**src/rtl/tfre_pkg.sv**
```systemverilog
// ----------------------------------------------------------------------------
// tfre_pkg
// Shared types, widths and helpers for the trajectory feed-rate exporter.
// ----------------------------------------------------------------------------
package tfre_pkg;

  // Position width of a sample coordinate (16..48)
  localparam int POS_WIDTH  = 32;
  localparam int FIELD_W    = 32;
  localparam int PAD_W      = (POS_WIDTH > FIELD_W) ? POS_WIDTH : FIELD_W;

  // Distance arithmetic widths
  localparam int MAG_W      = POS_WIDTH;          // |a - b|
  localparam int SQ_W       = 2 * MAG_W;          // one square
  localparam int SUM_W      = SQ_W + 2;           // sum of three squares
  localparam int FRAC_SH    = 16;                 // Q.8 distance -> Q.16 radicand
  localparam int RAD_W      = SUM_W + FRAC_SH;    // even by construction
  localparam int ROOT_W     = RAD_W / 2;

  // Feed scaling: 60 s/min * 1000 um/mm in Q24.8 = 15360000 = 60000 * 256
  localparam int SCALE_W    = 16;
  localparam logic [SCALE_W-1:0] FEED_SCALE = 16'd60000;
  localparam int PROD_W     = ROOT_W + SCALE_W;

  // Divider widths
  localparam int Q_W        = 32;
  localparam int DEN_W      = 32;
  localparam int HI_W       = PROD_W - Q_W;
  localparam int CMP_W      = (HI_W > DEN_W) ? HI_W : DEN_W;

  localparam logic [31:0] MIN_FEED = 32'd256;

  // Configuration register reset values
  localparam logic [31:0] SAFE_HEIGHT_RST  = 32'd5000;
  localparam logic [31:0] DEFAULT_FEED_RST = 32'd256000;
  localparam logic [31:0] RAPID_RATE_RST   = 32'd1280000;

  typedef enum logic [1:0] {
    REG_SAFE_HEIGHT  = 2'd0,
    REG_DEFAULT_FEED = 2'd1,
    REG_RAPID_RATE   = 2'd2
  } cfg_reg_t;

  typedef enum logic [1:0] {
    KIND_RAPID_Z     = 2'd0,
    KIND_RAPID_XY    = 2'd1,
    KIND_LINEAR      = 2'd2,
    KIND_LINEAR_FEED = 2'd3
  } kind_t;

  typedef enum logic [1:0] {
    AXIS_X = 2'd0,
    AXIS_Y = 2'd1,
    AXIS_Z = 2'd2
  } axis_t;

  typedef enum logic [1:0] {
    EMIT_RETRACT = 2'd0,
    EMIT_XY      = 2'd1,
    EMIT_DOWN    = 2'd2,
    EMIT_LINEAR  = 2'd3
  } emit_t;

  typedef enum logic [3:0] {
    ST_IDLE,
    ST_DECODE,
    ST_FIRST_RETRACT,
    ST_EMIT_XY,
    ST_EMIT_DOWN,
    ST_END_RETRACT,
    ST_SQ_X,
    ST_SQ_Y,
    ST_SQ_Z,
    ST_SQRT_GO,
    ST_SQRT_WAIT,
    ST_SCALE,
    ST_DIV_GO,
    ST_DIV_WAIT,
    ST_FEED,
    ST_EMIT_LINEAR
  } state_t;

  // Commands from the controller to the datapath
  typedef struct packed {
    logic  latch_in;
    logic  sq_step;
    axis_t sq_axis;
    logic  sqrt_start;
    logic  scale;
    logic  div_start;
    logic  feed_eval;
    logic  emit;
    emit_t emit_sel;
    logic  emit_last;
    logic  commit_first;
    logic  commit_end;
    logic  commit_linear;
  } cmd_t;

  // Status from the datapath to the controller
  typedef struct packed {
    logic is_end;
    logic started;
    logic dt_pos;
    logic sqrt_done;
    logic div_done;
    logic out_free;
  } stat_t;

  // Low POS_WIDTH bits of a field, as two's complement
  function automatic logic signed [POS_WIDTH-1:0] pos_of(logic [FIELD_W-1:0] f);
    logic [PAD_W-1:0] w;
    w = PAD_W'(f);
    return w[POS_WIDTH-1:0];
  endfunction

  // Position back to a 32-bit field, sign-extended then truncated
  function automatic logic [FIELD_W-1:0] to_field(logic signed [POS_WIDTH-1:0] p);
    logic signed [PAD_W-1:0] w;
    w = PAD_W'(p);
    return w[FIELD_W-1:0];
  endfunction

endpackage

```
**src/rtl/tfre_isqrt.sv**
```systemverilog
// ----------------------------------------------------------------------------
// tfre_isqrt
// Digit-by-digit integer square root, one root bit per cycle.
// ----------------------------------------------------------------------------
module tfre_isqrt (
  input  logic                          clk,
  input  logic                          rst,
  input  logic                          start,
  input  logic [tfre_pkg::RAD_W-1:0]    radicand,
  output logic [tfre_pkg::ROOT_W-1:0]   root,
  output logic                          done
);

  localparam int REM_W = tfre_pkg::ROOT_W + 2;
  localparam int CNT_W = $clog2(tfre_pkg::ROOT_W + 1);

  logic [tfre_pkg::RAD_W-1:0] rad;
  logic [REM_W-1:0]           rem;
  logic [CNT_W-1:0]           cnt;
  logic                       busy;

  logic [REM_W+1:0] rem_t;
  logic [REM_W+1:0] trial;
  logic             ge;

  always_comb begin
    rem_t = {rem, rad[tfre_pkg::RAD_W-1 -: 2]};
    trial = (REM_W + 2)'({root, 2'b01});
    ge    = (rem_t >= trial);
  end

  always_ff @(posedge clk) begin
    if (rst) begin
      busy <= 1'b0;
      done <= 1'b0;
      cnt  <= '0;
    end else begin
      done <= 1'b0;
      if (start) begin
        busy <= 1'b1;
        cnt  <= CNT_W'(tfre_pkg::ROOT_W);
      end else if (busy) begin
        cnt <= cnt - 1'b1;
        if (cnt == CNT_W'(1)) begin
          busy <= 1'b0;
          done <= 1'b1;
        end
      end
    end
  end

  always_ff @(posedge clk) begin
    if (start) begin
      rad  <= radicand;
      rem  <= '0;
      root <= '0;
    end else if (busy) begin
      rad  <= rad << 2;
      rem  <= ge ? REM_W'(rem_t - trial) : REM_W'(rem_t);
      root <= {root[tfre_pkg::ROOT_W-2:0], ge};
    end
  end

endmodule

```
**src/rtl/tfre_div.sv**
```systemverilog
// ----------------------------------------------------------------------------
// tfre_div
// Restoring divider with 32-bit saturated quotient, one bit per cycle.
// ----------------------------------------------------------------------------
module tfre_div (
  input  logic                         clk,
  input  logic                         rst,
  input  logic                         start,
  input  logic [tfre_pkg::PROD_W-1:0]  num,
  input  logic [tfre_pkg::DEN_W-1:0]   den,
  output logic [tfre_pkg::Q_W-1:0]     quot,
  output logic                         done
);

  localparam int CNT_W = $clog2(tfre_pkg::Q_W + 1);

  logic [tfre_pkg::Q_W-1:0]   q;
  logic [tfre_pkg::DEN_W-1:0] rem;
  logic [CNT_W-1:0]           cnt;
  logic                       busy;
  logic                       sat;

  logic [tfre_pkg::HI_W-1:0]  hi;
  logic                       over;
  logic [tfre_pkg::DEN_W:0]   rem_t;
  logic                       ge;

  always_comb begin
    hi    = num[tfre_pkg::PROD_W-1:tfre_pkg::Q_W];
    // quotient reaches 2^32 exactly when the upper part is not below den
    over  = (tfre_pkg::CMP_W'(hi) >= tfre_pkg::CMP_W'(den));
    rem_t = {rem, q[tfre_pkg::Q_W-1]};
    ge    = (rem_t >= {1'b0, den});
    quot  = sat ? '1 : q;
  end

  always_ff @(posedge clk) begin
    if (rst) begin
      busy <= 1'b0;
      done <= 1'b0;
      cnt  <= '0;
    end else begin
      done <= 1'b0;
      if (start) begin
        busy <= !over;
        done <= over;
        cnt  <= CNT_W'(tfre_pkg::Q_W);
      end else if (busy) begin
        cnt <= cnt - 1'b1;
        if (cnt == CNT_W'(1)) begin
          busy <= 1'b0;
          done <= 1'b1;
        end
      end
    end
  end

  always_ff @(posedge clk) begin
    if (start) begin
      sat <= over;
      rem <= tfre_pkg::DEN_W'(hi);
      q   <= num[tfre_pkg::Q_W-1:0];
    end else if (busy) begin
      rem <= ge ? tfre_pkg::DEN_W'(rem_t - {1'b0, den}) : rem_t[tfre_pkg::DEN_W-1:0];
      q   <= {q[tfre_pkg::Q_W-2:0], ge};
    end
  end

endmodule

```
**src/rtl/tfre_dp.sv**
```systemverilog
// ----------------------------------------------------------------------------
// tfre_dp
// Datapath: config registers, trajectory state, distance and feed
// arithmetic, and the output register.
// ----------------------------------------------------------------------------
module tfre_dp (
  input  logic                 clk,
  input  logic                 rst,
  input  logic [127:0]         s_tdata,
  input  logic                 s_tuser,
  input  logic                 cfg_we,
  input  logic [1:0]           cfg_addr,
  input  logic [31:0]          cfg_data,
  input  logic                 m_tready,
  output logic                 m_tvalid,
  output logic [127:0]         m_tdata,
  output logic [1:0]           m_tuser,
  output logic                 m_tlast,
  input  tfre_pkg::cmd_t       cmd,
  output tfre_pkg::stat_t      stat
);

  localparam int P = tfre_pkg::POS_WIDTH;

  // Configuration
  logic [31:0] safe_height;
  logic [31:0] default_feed;
  logic [31:0] rapid_rate;

  // Trajectory state
  logic signed [P-1:0] prev_x, prev_y, prev_z;
  logic [31:0]         prev_time;
  logic [31:0]         last_feed;
  logic                started;

  // Latched item
  logic                is_end;
  logic signed [P-1:0] cur_x, cur_y, cur_z;
  logic [31:0]         cur_t;

  // Arithmetic registers
  logic [tfre_pkg::SUM_W-1:0]  sum_sq;
  logic [tfre_pkg::PROD_W-1:0] prod;
  logic [31:0]                 feed_val;
  logic                        attach;

  logic [tfre_pkg::ROOT_W-1:0] root;
  logic [tfre_pkg::Q_W-1:0]    quot;
  logic                        sqrt_done;
  logic                        div_done;

  logic [31:0]                 dt;
  logic                        dt_pos;
  logic signed [P-1:0]         cur_sel, prev_sel;
  logic signed [P:0]           dsel;
  logic [P-1:0]                mag;
  logic [tfre_pkg::SQ_W-1:0]   sq;
  logic [31:0]                 raw, clamped, feed_c, diff;
  logic [36:0]                 diff20;

  always_comb begin
    dt     = cur_t - prev_time;
    dt_pos = (dt != 32'd0) && !dt[31];

    case (cmd.sq_axis)
      tfre_pkg::AXIS_X: begin cur_sel = cur_x; prev_sel = prev_x; end
      tfre_pkg::AXIS_Y: begin cur_sel = cur_y; prev_sel = prev_y; end
      tfre_pkg::AXIS_Z: begin cur_sel = cur_z; prev_sel = prev_z; end
      default:          begin cur_sel = cur_x; prev_sel = prev_x; end
    endcase
    dsel = {cur_sel[P-1], cur_sel} - {prev_sel[P-1], prev_sel};
    mag  = dsel[P] ? P'(-dsel) : P'(dsel);
    sq   = mag * mag;

    // Pick, clamp to rapid rate, floor at one mm/min
    raw     = dt_pos ? quot : default_feed;
    clamped = (raw < rapid_rate) ? raw : rapid_rate;
    feed_c  = (clamped < tfre_pkg::MIN_FEED) ? tfre_pkg::MIN_FEED : clamped;
    diff    = (feed_c > last_feed) ? (feed_c - last_feed) : (last_feed - feed_c);
    diff20  = {1'b0, diff, 4'b0} + {3'b0, diff, 2'b0};

    stat.is_end    = is_end;
    stat.started   = started;
    stat.dt_pos    = dt_pos;
    stat.sqrt_done = sqrt_done;
    stat.div_done  = div_done;
    stat.out_free  = !m_tvalid || m_tready;
  end

  tfre_isqrt u_isqrt (
    .clk      (clk),
    .rst      (rst),
    .start    (cmd.sqrt_start),
    .radicand ({sum_sq, {tfre_pkg::FRAC_SH{1'b0}}}),
    .root     (root),
    .done     (sqrt_done)
  );

  tfre_div u_div (
    .clk  (clk),
    .rst  (rst),
    .start(cmd.div_start),
    .num  (prod),
    .den  (dt),
    .quot (quot),
    .done (div_done)
  );

  // Config and trajectory state
  always_ff @(posedge clk) begin
    if (rst) begin
      safe_height  <= tfre_pkg::SAFE_HEIGHT_RST;
      default_feed <= tfre_pkg::DEFAULT_FEED_RST;
      rapid_rate   <= tfre_pkg::RAPID_RATE_RST;
      prev_x       <= '0;
      prev_y       <= '0;
      prev_z       <= '0;
      prev_time    <= '0;
      last_feed    <= '0;
      started      <= 1'b0;
    end else begin
      if (cfg_we) begin
        case (tfre_pkg::cfg_reg_t'(cfg_addr))
          tfre_pkg::REG_SAFE_HEIGHT:  safe_height  <= cfg_data;
          tfre_pkg::REG_DEFAULT_FEED: default_feed <= cfg_data;
          tfre_pkg::REG_RAPID_RATE:   rapid_rate   <= cfg_data;
          default: ;
        endcase
      end
      if (cmd.commit_first || cmd.commit_linear) begin
        prev_x    <= cur_x;
        prev_y    <= cur_y;
        prev_z    <= cur_z;
        prev_time <= cur_t;
      end
      if (cmd.commit_first) begin
        last_feed <= '0;
        started   <= 1'b1;
      end
      if (cmd.commit_linear && attach) begin
        last_feed <= feed_val;
      end
      if (cmd.commit_end) begin
        started <= 1'b0;
      end
    end
  end

  // Item latch and arithmetic registers
  always_ff @(posedge clk) begin
    if (cmd.latch_in) begin
      is_end <= s_tuser;
      cur_x  <= tfre_pkg::pos_of(s_tdata[31:0]);
      cur_y  <= tfre_pkg::pos_of(s_tdata[63:32]);
      cur_z  <= tfre_pkg::pos_of(s_tdata[95:64]);
      cur_t  <= s_tdata[127:96];
    end
    if (cmd.sq_step) begin
      sum_sq <= ((cmd.sq_axis == tfre_pkg::AXIS_X) ? '0 : sum_sq)
              + tfre_pkg::SUM_W'(sq);
    end
    if (cmd.scale) begin
      prod <= tfre_pkg::PROD_W'(root) * tfre_pkg::PROD_W'(tfre_pkg::FEED_SCALE);
    end
    if (cmd.feed_eval) begin
      feed_val <= feed_c;
      attach   <= (diff20 > 37'(feed_c));
    end
  end

  // Output register
  always_ff @(posedge clk) begin
    if (rst) begin
      m_tvalid <= 1'b0;
    end else if (cmd.emit) begin
      m_tvalid <= 1'b1;
    end else if (m_tready) begin
      m_tvalid <= 1'b0;
    end
  end

  always_ff @(posedge clk) begin
    if (cmd.emit) begin
      m_tlast <= cmd.emit_last;
      case (cmd.emit_sel)
        tfre_pkg::EMIT_RETRACT: begin
          m_tuser <= tfre_pkg::KIND_RAPID_Z;
          m_tdata <= {32'd0, safe_height, 32'd0, 32'd0};
        end
        tfre_pkg::EMIT_XY: begin
          m_tuser <= tfre_pkg::KIND_RAPID_XY;
          m_tdata <= {32'd0, 32'd0, tfre_pkg::to_field(cur_y), tfre_pkg::to_field(cur_x)};
        end
        tfre_pkg::EMIT_DOWN: begin
          m_tuser <= tfre_pkg::KIND_RAPID_Z;
          m_tdata <= {32'd0, tfre_pkg::to_field(cur_z), 32'd0, 32'd0};
        end
        tfre_pkg::EMIT_LINEAR: begin
          m_tuser <= attach ? tfre_pkg::KIND_LINEAR_FEED : tfre_pkg::KIND_LINEAR;
          m_tdata <= {attach ? feed_val : 32'd0, tfre_pkg::to_field(cur_z),
                      tfre_pkg::to_field(cur_y), tfre_pkg::to_field(cur_x)};
        end
        default: begin
          m_tuser <= tfre_pkg::KIND_RAPID_Z;
          m_tdata <= '0;
        end
      endcase
    end
  end

endmodule

```
**src/rtl/tfre_ctrl.sv**
```systemverilog
// ----------------------------------------------------------------------------
// tfre_ctrl
// Sequencer: accepts one item, steps the datapath through the distance and
// feed computation, and issues the result items.
// ----------------------------------------------------------------------------
module tfre_ctrl (
  input  logic             clk,
  input  logic             rst,
  input  logic             s_tvalid,
  output logic             s_tready,
  input  tfre_pkg::stat_t  stat,
  output tfre_pkg::cmd_t   cmd
);

  tfre_pkg::state_t state, state_next;

  always_ff @(posedge clk) begin
    if (rst) begin
      state <= tfre_pkg::ST_IDLE;
    end else begin
      state <= state_next;
    end
  end

  always_comb begin
    state_next     = state;
    cmd            = '0;
    cmd.sq_axis    = tfre_pkg::AXIS_X;
    cmd.emit_sel   = tfre_pkg::EMIT_RETRACT;
    s_tready       = 1'b0;

    case (state)
      tfre_pkg::ST_IDLE: begin
        s_tready = 1'b1;
        if (s_tvalid) begin
          cmd.latch_in = 1'b1;
          state_next   = tfre_pkg::ST_DECODE;
        end
      end
      tfre_pkg::ST_DECODE: begin
        if (stat.is_end) begin
          state_next = stat.started ? tfre_pkg::ST_END_RETRACT : tfre_pkg::ST_IDLE;
        end else if (!stat.started) begin
          state_next = tfre_pkg::ST_FIRST_RETRACT;
        end else if (stat.dt_pos) begin
          state_next = tfre_pkg::ST_SQ_X;
        end else begin
          state_next = tfre_pkg::ST_FEED;
        end
      end
      tfre_pkg::ST_FIRST_RETRACT: begin
        if (stat.out_free) begin
          cmd.emit   = 1'b1;
          state_next = tfre_pkg::ST_EMIT_XY;
        end
      end
      tfre_pkg::ST_EMIT_XY: begin
        cmd.emit_sel = tfre_pkg::EMIT_XY;
        if (stat.out_free) begin
          cmd.emit   = 1'b1;
          state_next = tfre_pkg::ST_EMIT_DOWN;
        end
      end
      tfre_pkg::ST_EMIT_DOWN: begin
        cmd.emit_sel  = tfre_pkg::EMIT_DOWN;
        cmd.emit_last = 1'b1;
        if (stat.out_free) begin
          cmd.emit         = 1'b1;
          cmd.commit_first = 1'b1;
          state_next       = tfre_pkg::ST_IDLE;
        end
      end
      tfre_pkg::ST_END_RETRACT: begin
        cmd.emit_last = 1'b1;
        if (stat.out_free) begin
          cmd.emit       = 1'b1;
          cmd.commit_end = 1'b1;
          state_next     = tfre_pkg::ST_IDLE;
        end
      end
      tfre_pkg::ST_SQ_X: begin
        cmd.sq_step = 1'b1;
        state_next  = tfre_pkg::ST_SQ_Y;
      end
      tfre_pkg::ST_SQ_Y: begin
        cmd.sq_step = 1'b1;
        cmd.sq_axis = tfre_pkg::AXIS_Y;
        state_next  = tfre_pkg::ST_SQ_Z;
      end
      tfre_pkg::ST_SQ_Z: begin
        cmd.sq_step = 1'b1;
        cmd.sq_axis = tfre_pkg::AXIS_Z;
        state_next  = tfre_pkg::ST_SQRT_GO;
      end
      tfre_pkg::ST_SQRT_GO: begin
        cmd.sqrt_start = 1'b1;
        state_next     = tfre_pkg::ST_SQRT_WAIT;
      end
      tfre_pkg::ST_SQRT_WAIT: begin
        if (stat.sqrt_done) begin
          state_next = tfre_pkg::ST_SCALE;
        end
      end
      tfre_pkg::ST_SCALE: begin
        cmd.scale  = 1'b1;
        state_next = tfre_pkg::ST_DIV_GO;
      end
      tfre_pkg::ST_DIV_GO: begin
        cmd.div_start = 1'b1;
        state_next    = tfre_pkg::ST_DIV_WAIT;
      end
      tfre_pkg::ST_DIV_WAIT: begin
        if (stat.div_done) begin
          state_next = tfre_pkg::ST_FEED;
        end
      end
      tfre_pkg::ST_FEED: begin
        cmd.feed_eval = 1'b1;
        state_next    = tfre_pkg::ST_EMIT_LINEAR;
      end
      tfre_pkg::ST_EMIT_LINEAR: begin
        cmd.emit_sel  = tfre_pkg::EMIT_LINEAR;
        cmd.emit_last = 1'b1;
        if (stat.out_free) begin
          cmd.emit          = 1'b1;
          cmd.commit_linear = 1'b1;
          state_next        = tfre_pkg::ST_IDLE;
        end
      end
      default: begin
        state_next = tfre_pkg::ST_IDLE;
      end
    endcase
  end

endmodule

```
**src/rtl/trajectory_feed_rate_exporter_top.sv**
```systemverilog
// ----------------------------------------------------------------------------
// trajectory_feed_rate_exporter_top
// Turns trajectory samples into rapid and linear motion items with feed.
// ----------------------------------------------------------------------------
// Usage:
//   Input stream (s_*): one item per sample or end marker. s_tuser = 1 marks
//   the end of a trajectory; positions are micrometres, timestamp in us.
//   Output stream (m_*): motion items; m_tuser is the move kind, m_tlast is
//   set on the final item caused by one input item.
//   Config port: write safe_height / default_feed / rapid_rate by index
//   while the block is idle; writes take effect on the next clock.
// Processing:
//   The first sample of a trajectory gives three items, each loaded once the
//   output register is free. A later sample with a positive time step
//   passes through squaring of the three axes, a 41-step square root (one
//   root bit per cycle) and a 32-step divide (one quotient bit per cycle)
//   before its item. A non-positive time step skips the squaring, root and
//   divide.
//   One item is worked on at a time; the next is accepted in the cycle after
//   the last result is loaded into the output register.
// Reset clears the trajectory state and loads the register defaults.
// A stalled receiver holds the output register; the sequencer waits before
// each load until the register is free.
// ----------------------------------------------------------------------------
module trajectory_feed_rate_exporter_top (
  input  logic         clk,
  input  logic         rst,
  input  logic         s_tvalid,
  output logic         s_tready,
  input  logic [127:0] s_tdata,   // pos_x[31:0], pos_y[63:32], pos_z[95:64], timestamp[127:96]
  input  logic         s_tuser,   // action
  output logic         m_tvalid,
  input  logic         m_tready,
  output logic [127:0] m_tdata,   // target_x[31:0], target_y[63:32], target_z[95:64], feed[127:96]
  output logic [1:0]   m_tuser,   // move_kind
  output logic         m_tlast,   // last
  input  logic         cfg_we,
  input  logic [1:0]   cfg_addr,
  input  logic [31:0]  cfg_data
);

  tfre_pkg::cmd_t  cmd;
  tfre_pkg::stat_t stat;

  // Sequencer
  tfre_ctrl u_ctrl (
    .clk     (clk),
    .rst     (rst),
    .s_tvalid(s_tvalid),
    .s_tready(s_tready),
    .stat    (stat),
    .cmd     (cmd)
  );

  // Arithmetic, state and output register
  tfre_dp u_dp (
    .clk     (clk),
    .rst     (rst),
    .s_tdata (s_tdata),
    .s_tuser (s_tuser),
    .cfg_we  (cfg_we),
    .cfg_addr(cfg_addr),
    .cfg_data(cfg_data),
    .m_tready(m_tready),
    .m_tvalid(m_tvalid),
    .m_tdata (m_tdata),
    .m_tuser (m_tuser),
    .m_tlast (m_tlast),
    .cmd     (cmd),
    .stat    (stat)
  );

  // Never overwrite an item the receiver has not taken
  a_emit_free: assert property (@(posedge clk) disable iff (rst)
    cmd.emit |-> stat.out_free)
    else $error("item loaded while output register busy");

  // An attached feed is never below one mm/min
  a_feed_floor: assert property (@(posedge clk) disable iff (rst)
    (m_tvalid && m_tuser == tfre_pkg::KIND_LINEAR_FEED) |-> (m_tdata[127:96] >= 32'd256))
    else $error("attached feed below floor");

  // Rapid Z items carry no XY target and no feed
  a_rapid_z_clean: assert property (@(posedge clk) disable iff (rst)
    (m_tvalid && m_tuser == tfre_pkg::KIND_RAPID_Z) |->
      (m_tdata[63:0] == 64'd0 && m_tdata[127:96] == 32'd0))
    else $error("rapid Z item with stray fields");

  // Accept only when no arithmetic is in flight
  a_accept_idle: assert property (@(posedge clk) disable iff (rst)
    (s_tvalid && s_tready) |=> !stat.sqrt_done && !stat.div_done)
    else $error("item accepted during computation");

endmodule

```
**config.mk**
```make
export PLATFORM = sky130hd
export DESIGN_NAME = trajectory_feed_rate_exporter_top
export DESIGN_NICKNAME = d
export VERILOG_FILES = /design/src/rtl/tfre_pkg.sv /design/src/rtl/tfre_isqrt.sv /design/src/rtl/tfre_div.sv /design/src/rtl/tfre_dp.sv /design/src/rtl/tfre_ctrl.sv /design/src/rtl/trajectory_feed_rate_exporter_top.sv
export SDC_FILE = /design/constraint.sdc
export NUM_CORES = 2
export LEC_CHECK = 0
export BUFFER_PORTS_ARGS = -buffer_cell sky130_fd_sc_hd__buf_2
export CELL_PAD_IN_SITES_DETAIL_PLACEMENT = 0
export CELL_PAD_IN_SITES_GLOBAL_PLACEMENT = 2
export CORE_AREA = 2 2 486 488
export DETAILED_ROUTE_END_ITERATION = 10
export DIE_AREA = 0 0 488 490
export PLACE_DENSITY_LB_ADDON = 0.1
export SYNTH_ARGS = -nofsm -noshare
export SYNTH_HDL_FRONTEND = slang
export SYNTH_HIERARCHICAL = 1
export SYNTH_SLANG_ARGS = --single-unit
```
**constraint.sdc**
```tcl
create_clock -name clk -period 12.12 [get_ports clk]
set_input_delay 1.818 -clock clk [delete_from_list [all_inputs] [get_ports clk]]
set_output_delay 1.818 -clock clk [all_outputs]
set_load 0.005 [all_outputs]
```
; ---- Word level (Yosys, flattened, before mapping)
; Index checks and enable logic that the tools add are counted.
[totals]
ramBits = 0
inputBits = 168
out_inout_bits = 133
register_bits = 904
mem_count = 0
romBits = 0
latchBits = 0
[op_classes]
reduce_logical = 28
div = 0
n_mux = 66
addsub = 11
n_shift = 0
multipliers = 2
n_eq_ne = 30
n_lt_le_gt_ge = 7
n_bitwise = 1
[ops]
columns = operator, count
row1 = 128-bit case mux with 4 select lines, 1
row2 = 32-bit two-way mux, 12
row3 = 82-bit two-way mux, 2
row4 = 32-bit case mux with 2 select lines, 2
row5 = 32-bit subtractor, 4
row6 = 66-bit by 64-bit adder with 66-bit output, 1
row7 = 66-bit two-way mux, 1
row8 = 32-bit by 32-bit multiplier with 64-bit output, 1
row9 = 4-bit case mux with 14 select lines, 1
row10 = 41-bit by 11-bit multiplier with 52-bit output (second input constant), 1
row11 = 25-bit two-way mux, 2
row12 = 45-bit by 43-bit >= comparator with 1-bit output, 1
row13 = 43-bit two-way mux, 1
row14 = 43-bit subtractor, 1
row15 = 36-bit by 34-bit adder with 37-bit output, 1
row16 = 37-bit by 32-bit > comparator with 1-bit output, 1
row17 = 4-bit two-way mux, 9
row18 = 33-bit by 32-bit >= comparator with 1-bit output, 1
row19 = 32-bit by 32-bit subtractor with 33-bit output, 1
row20 = 4-bit == test (second input constant), 8
row21 = 25-bit by 32-bit >= comparator with 1-bit output, 1
row22 = 32-bit > comparator, 1
row23 = 32-bit less-than comparator, 1
row24 = 32-bit by 9-bit less-than comparator with 1-bit output (second input constant), 1
row25 = other kinds (28), 89

; ---- Logic depth before layout (Yosys ltp)
[depth]
depth_word = 12
mapped_depth = 68
depth_no_buf = 63

; ---- Modules after synthesis
; Netlist, hierarchy kept.
[modules_own_cells]
columns = module, seq_area_each_um2, area_each_um2, cells_each, n_inst
row1 = tfre_dp, 17506.8, 72419.5, 7516, 1
row2 = tfre_isqrt, 4304.1, 9721.8, 992, 1
row3 = tfre_div, 2042.0, 5890.6, 627, 1
row4 = tfre_ctrl, 80.1, 531.8, 79, 1

; ---- Least setup slack after synthesis
; OpenSTA, ideal clock, no wires.
[synth_timing]
path_kind = reg-to-reg
from = register u_dp.cur_t[0]
to = register u_dp.attach, data pin
period_less_slack_ns = 12.867
t_arrival_ns = 12.606
setup_time_ns = 0.260
stages_incl_launch_ff = 64
slack_ns = -0.747
path_buffers = 6
required_ns = 11.860
path_cell_list = edfxtp_1 -> inv_1 -> ha_1 -> fa_1 -> nor2b_1 -> o211a_1 -> o31a_1 -> o211ai_4 -> a211oi_1 -> nor3_1 -> nor3_2 -> nor3_1 -> and3_4 -> nor2_2 -> buf_2 -> mux2_2 -> ha_1 -> a21o_1 -> (+28 left out) -> o21ai_0 -> a221oi_1 -> a21oi_1 -> o22ai_1 -> o21ai_0 -> and3_1 -> a31o_2 -> o41ai_1 -> o21bai_1 -> a21oi_1 -> xnor2_1 -> ha_1 -> nand3_1 -> nor3_1 -> and4_1 -> nand4_1 -> nor3_1 -> nor3_1
[synth_between]
elab_chain_len = 12
[synth_lines]
columns = element, line
row1 = "start, declared", tfre_dp.sv:39  ; logic [31:0] cur_t;
row2 = "start signal, assigned", tfre_dp.sv:156  ; cur_t <= s_tdata[127:96];
row3 = 32-bit subtractor *, tfre_dp.sv:62  ; dt = cur_t - prev_time;
row4 = via u_dp.dt[30], tfre_dp.sv:52  ; logic [31:0] dt;
row5 = 32-bit nonzero test *, tfre_dp.sv:63  ; dt_pos = (dt != 32'd0) && !dt[31];
row6 = 1-bit logical AND *, tfre_dp.sv:63
row7 = 32-bit two-way mux *, tfre_dp.sv:76  ; raw = dt_pos ? quot : default_feed;
row8 = 32-bit less-than comparator, tfre_dp.sv:77  ; clamped = (raw < rapid_rate) ? raw : rapid_rate;
row9 = 32-bit two-way mux *, tfre_dp.sv:77
row10 = 32-bit by 9-bit less-than comparator with 1-bit output, tfre_dp.sv:78  ; feed_c = (clamped < tfre_pkg::MIN_FEED) ? tfre_pkg::MIN_FEED : clamped;
row11 = 32-bit two-way mux *, tfre_dp.sv:78
row12 = 32-bit subtractor or 32-bit > comparator (tied branches), tfre_dp.sv:79  ; diff = (feed_c > last_feed) ? (feed_c - last_feed) : (last_feed - feed_c);
row13 = 32-bit two-way mux, tfre_dp.sv:79
row14 = 36-bit by 34-bit adder with 37-bit output, tfre_dp.sv:80  ; diff20 = {1'b0, diff, 4'b0} + {3'b0, diff, 2'b0};
row15 = 37-bit by 32-bit > comparator with 1-bit output *, tfre_dp.sv:167  ; attach <= (diff20 > 37'(feed_c));
row16 = "end signal, assigned", tfre_dp.sv:167
row17 = "end, declared", tfre_dp.sv:45  ; logic attach;
; Mark *: on every way through the listed nets, which the timed path passes. The rest lies on a longest branch.
; A chain may end at the register's enable or synchronous reset.

==> summary.md <==
| Metric | Value |
|---|---|
| GR Util All Layers | `0.264` |
| Routability cong. | `between 0.9 and 1` |
| P&R area growth vs syn | `25.5%` |
| Worst slew pin tran | `between 1 and 1.5 ns` |
| Die height | `between 400 and 500 microns` |
| Maximum clock rate | `approximately 0.08 GHz` |
| Seq cells post-synth | `920` |
| Predominant post-synthesis flop cell | `edfxtp_1` |
| Async set-reset flop share out of synthesis | `0` |
| Max-Cap Viols | `0` |
| Hold Path Class | `reg -> reg` |
| Flop-to-flop setup slack | `-0.61 ns` |
| Inst Count DP | `around 14,000` |
| Average wire per standard cell | `22.5 microns` |
| Clock root buffer | `clkbuf_16` |
| Clock latency on the worst-skew pair | `between 0.8 and 0.9 ns` |
| FP Rows | `178` |
| CTS tree | `done` |
| Core area | `about 0.23 sq mm` |
| Cells after Synth | `9,214` |
| Crit path time final | `12.73 ns` |
| Final core utilization | `0.475` |
| Chip width | `slightly below 500 microns` |
| Highest-count cells in the layout ignoring fill and taps | `buf_4 (1,302), inv_1 (1,269), nand2_1 (1,006)` |
| Io pins | `~300` |
| Outcome | `finished with violations` |
| DRC viols | `0` |
| Worst endpoint required time | `~13 ns` |
| Initial Util | `0.378` |
| Non-Filler Instances | `roughly 14,000` |
| Vias per inst | `5.11` |
| Final WS setup | `-0.606 ns` |
| Detailed-route via count | `71,411` |
| Slowest Stage Delay on Critical Path | `approximately 0.55 ns` |
| Setup Crit Path Kind | `reg -> reg` |
| IO buf count | `300` |
| ANT nets after route | `0` |
| CP top delay family | `simple AND/OR/NAND/NOR gates` |
| Total gr overflow | `0` |
| Vias in the first global route | `74,671` |
| First-pass GRT wire length | `approximately 480,000 microns` |
| R2r endpoint | `u_dp/attach` |
| CP Capture Type | `flop` |
| H-tree lvl count | `3` |
| NumNets Final | `approximately 13,000` |
| Initial antenna violation count | `12` |
| Iteration-0 DRC Markers | `between 4,000 and 5,000` |
| FILL cells | `22,401` |
| Unrepaired setup endpoints after global routing | `true` |
| Crit path max-delay cell type | `or4_4` |
| Most common cell after layout, fill and taps aside | `buf_4` |
| Depth of the worst register-to-register path | `between 60 and 70` |
| Total Die Area | `between 0.2 and 0.25 sq mm` |
| Endpoints failing setup | `11` |
| Slew margin rel. | `0.134` |
| Final period utilization | `1.05` |
| Largest net degree at the start of global routing | `96` |
| DP Wirelength | `between 200,000 and 300,000 microns` |
| Post-synth cell types | `about 120` |
| Clock transition at path regs | `0.06 ns` |
| Share of cells above drive strength 1 | `0.250` |
| Worst path bufs/invs | `10` |
| CTS sink cnt | `around 900` |
| Setup crit end | `u_dp/attach` |
| Worst setup SP type | `flop` |
| Post-synthesis cell area | `around 0.089 sq mm` |
| Worst clock skew | `0.0892 ns` |
| CTS Buf Count | `around 120` |
| Worst r2r src | `u_dp/cur_t[0]` |
| Failing checks | `setup timing` |
| Critical Path Fanout Max | `7` |
| Buffer depth of the longest clock path | `3` |
| CP arrival | `between 10 and 15 ns` |
| Most frequent CP cell | `buf_4` |
| Post-synth EDFFs | `~550` |
| Synth Warn # | `6` |
| Setup crit start | `u_dp/cur_t[0]` |
| Drt pass-1 iters | `6` |
| Hold_ws | `~0.45 ns` |
| Register area share after synthesis | `0.270` |
| Slew Limit Fails | `0` |
| Endpoints failing hold | `0` |
| Post-Route WL | `315,000 microns` |
| Stages on the worst setup path | `63` |
| Average cell area after synthesis | `9.61 sq um` |
[metrics by stage]
step	area, sq um	worst slack (ns)	TNS [ns]
floorplan	88800	-0.000105	-0.000105
global placement	102000	-1.55	-20.82
detailed placement	102000	-1.64	-21.22
CTS	109000	-0.652	-3.25
global route	111000	-1.22	-11.20
finish	111000	-0.606	-2.99
[sequential cells by signal (all words and copies together) (netlist names), 4 cells and up]
register / count
u_dp/u_isqrt/root: 41
u_dp/prod: 52
u_dp/u_div/rem: 32
u_dp/rapid_rate: 32
u_dp/prev_z: 32
u_dp/u_isqrt/rad: 82
u_dp/cur_y: 32
u_dp/last_feed: 32
u_dp/prev_x: 32
u_ctrl/state: 4
u_dp/prev_time: 32
u_dp/u_div/q: 32
u_dp/cur_z: 32
u_dp/u_isqrt/rem: 43
u_dp/safe_height: 32
u_dp/sum_sq: 66
u_dp/feed_val: 32
u_dp/m_tdata: 128
u_dp/prev_y: 32
u_dp/default_feed: 32
u_dp/u_isqrt/cnt: 6
u_dp/cur_x: 32
u_dp/u_div/cnt: 6
u_dp/cur_t: 32
[Yosys cell counts, types with 38 or more instances]
library cell,n,share of area
a211oi_1,41,0.0035
a21o_1,220,0.019
a21oi_1,637,0.036
a22oi_1,73,0.0062
a31oi_1,46,0.0032
and2_1,128,0.0090
and3_1,42,0.0030
buf_2,69,0.0039
clkbuf_1,266,0.011
dfxtp_1,369,0.083
edfxtp_1,551,0.19
fa_1,1065,0.24
ha_1,712,0.10
inv_1,1323,0.056
mux2_2,144,0.018
mux2i_1,54,0.0061
nand2_1,1036,0.044
nand2b_1,102,0.0072
nand3_1,86,0.0049
nand4_1,70,0.0049
nor2_1,671,0.028
nor2b_1,104,0.0073
nor3_1,88,0.0050
o211ai_1,38,0.0032
o21a_1,51,0.0043
o21ai_0,253,0.014
o21bai_1,54,0.0046
or2_2,49,0.0035
or3_1,50,0.0035
xnor2_1,216,0.021
xor2_1,100,0.0099
[tightest hold or removal path: stages (launching register included)]
cell and delay (ns):
dfxtp_1 0.31, nand2_1 0.05, a21oi_1 0.05
[kinds of logic after synthesis]
group | Yosys count | synth area share
adder cells (fa/ha/maj) | 1777 | 0.341
buffers and inverters | 1730 | 0.0756
XOR/XNOR | 320 | 0.0320
flip-flops | 920 | 0.270
AO/OA/AOI/OAI | 1719 | 0.125
other | 1 | 0.0000423
multiplexers | 200 | 0.0248
AND/OR/NAND/NOR | 2547 | 0.131
[how the worst min path moves through the flow]
stage	startpoint	endpoint	slack [ns]	cells after the start
floorplan	u_dp/prev_x[10]	u_dp/prev_x[10]	0.43	2
global placement	u_dp/prev_x[24]	u_dp/prev_x[24]	0.43	2
detailed placement	u_dp/prev_x[2]	u_dp/prev_x[2]	0.44	2
CTS	u_dp/prev_x[7]	u_dp/prev_x[7]	0.45	2
global route	u_dp/prev_z[29]	u_dp/prev_z[29]	0.47	2
finish	u_dp/prev_x[17]	u_dp/prev_x[17]	0.45	2
[layout make-up]
class,count,area [sq um],area share
Antenna cell,5,12.5,0.000113
Clock buffer,146,3160,0.0284
Clock inverter,74,732,0.00659
Inverter,1339,5080,0.0457
Multi-Input combinational cell,6585,60800,0.547
Sequential cell,920,23900,0.215
Tap cell,3150,3940,0.0355
Timing Repair Buffer,1751,13500,0.122
[routing by layer]
layer	global-route usage	wire length (microns)	vias to the layer above
met5	0	27	-
met4	0.0574	7730	4
met3	0.0339	16800	288
met2	0.407	140000	1736
met1	0.392	151000	35847
li1	-	-	33536
[what timing repair did]
action / CTS / global route
gates cloned: 5 / 5
setup buffers: 120 / 94
pin swaps: 200 / 304
setup endpoints to repair: 34 / 35
gates resized for setup: 380 / 368
hold buffers: 0 / 0
Power is not shown: default switching activity piles up to over one toggle a cycle in this logic, so the estimate is an artifact.
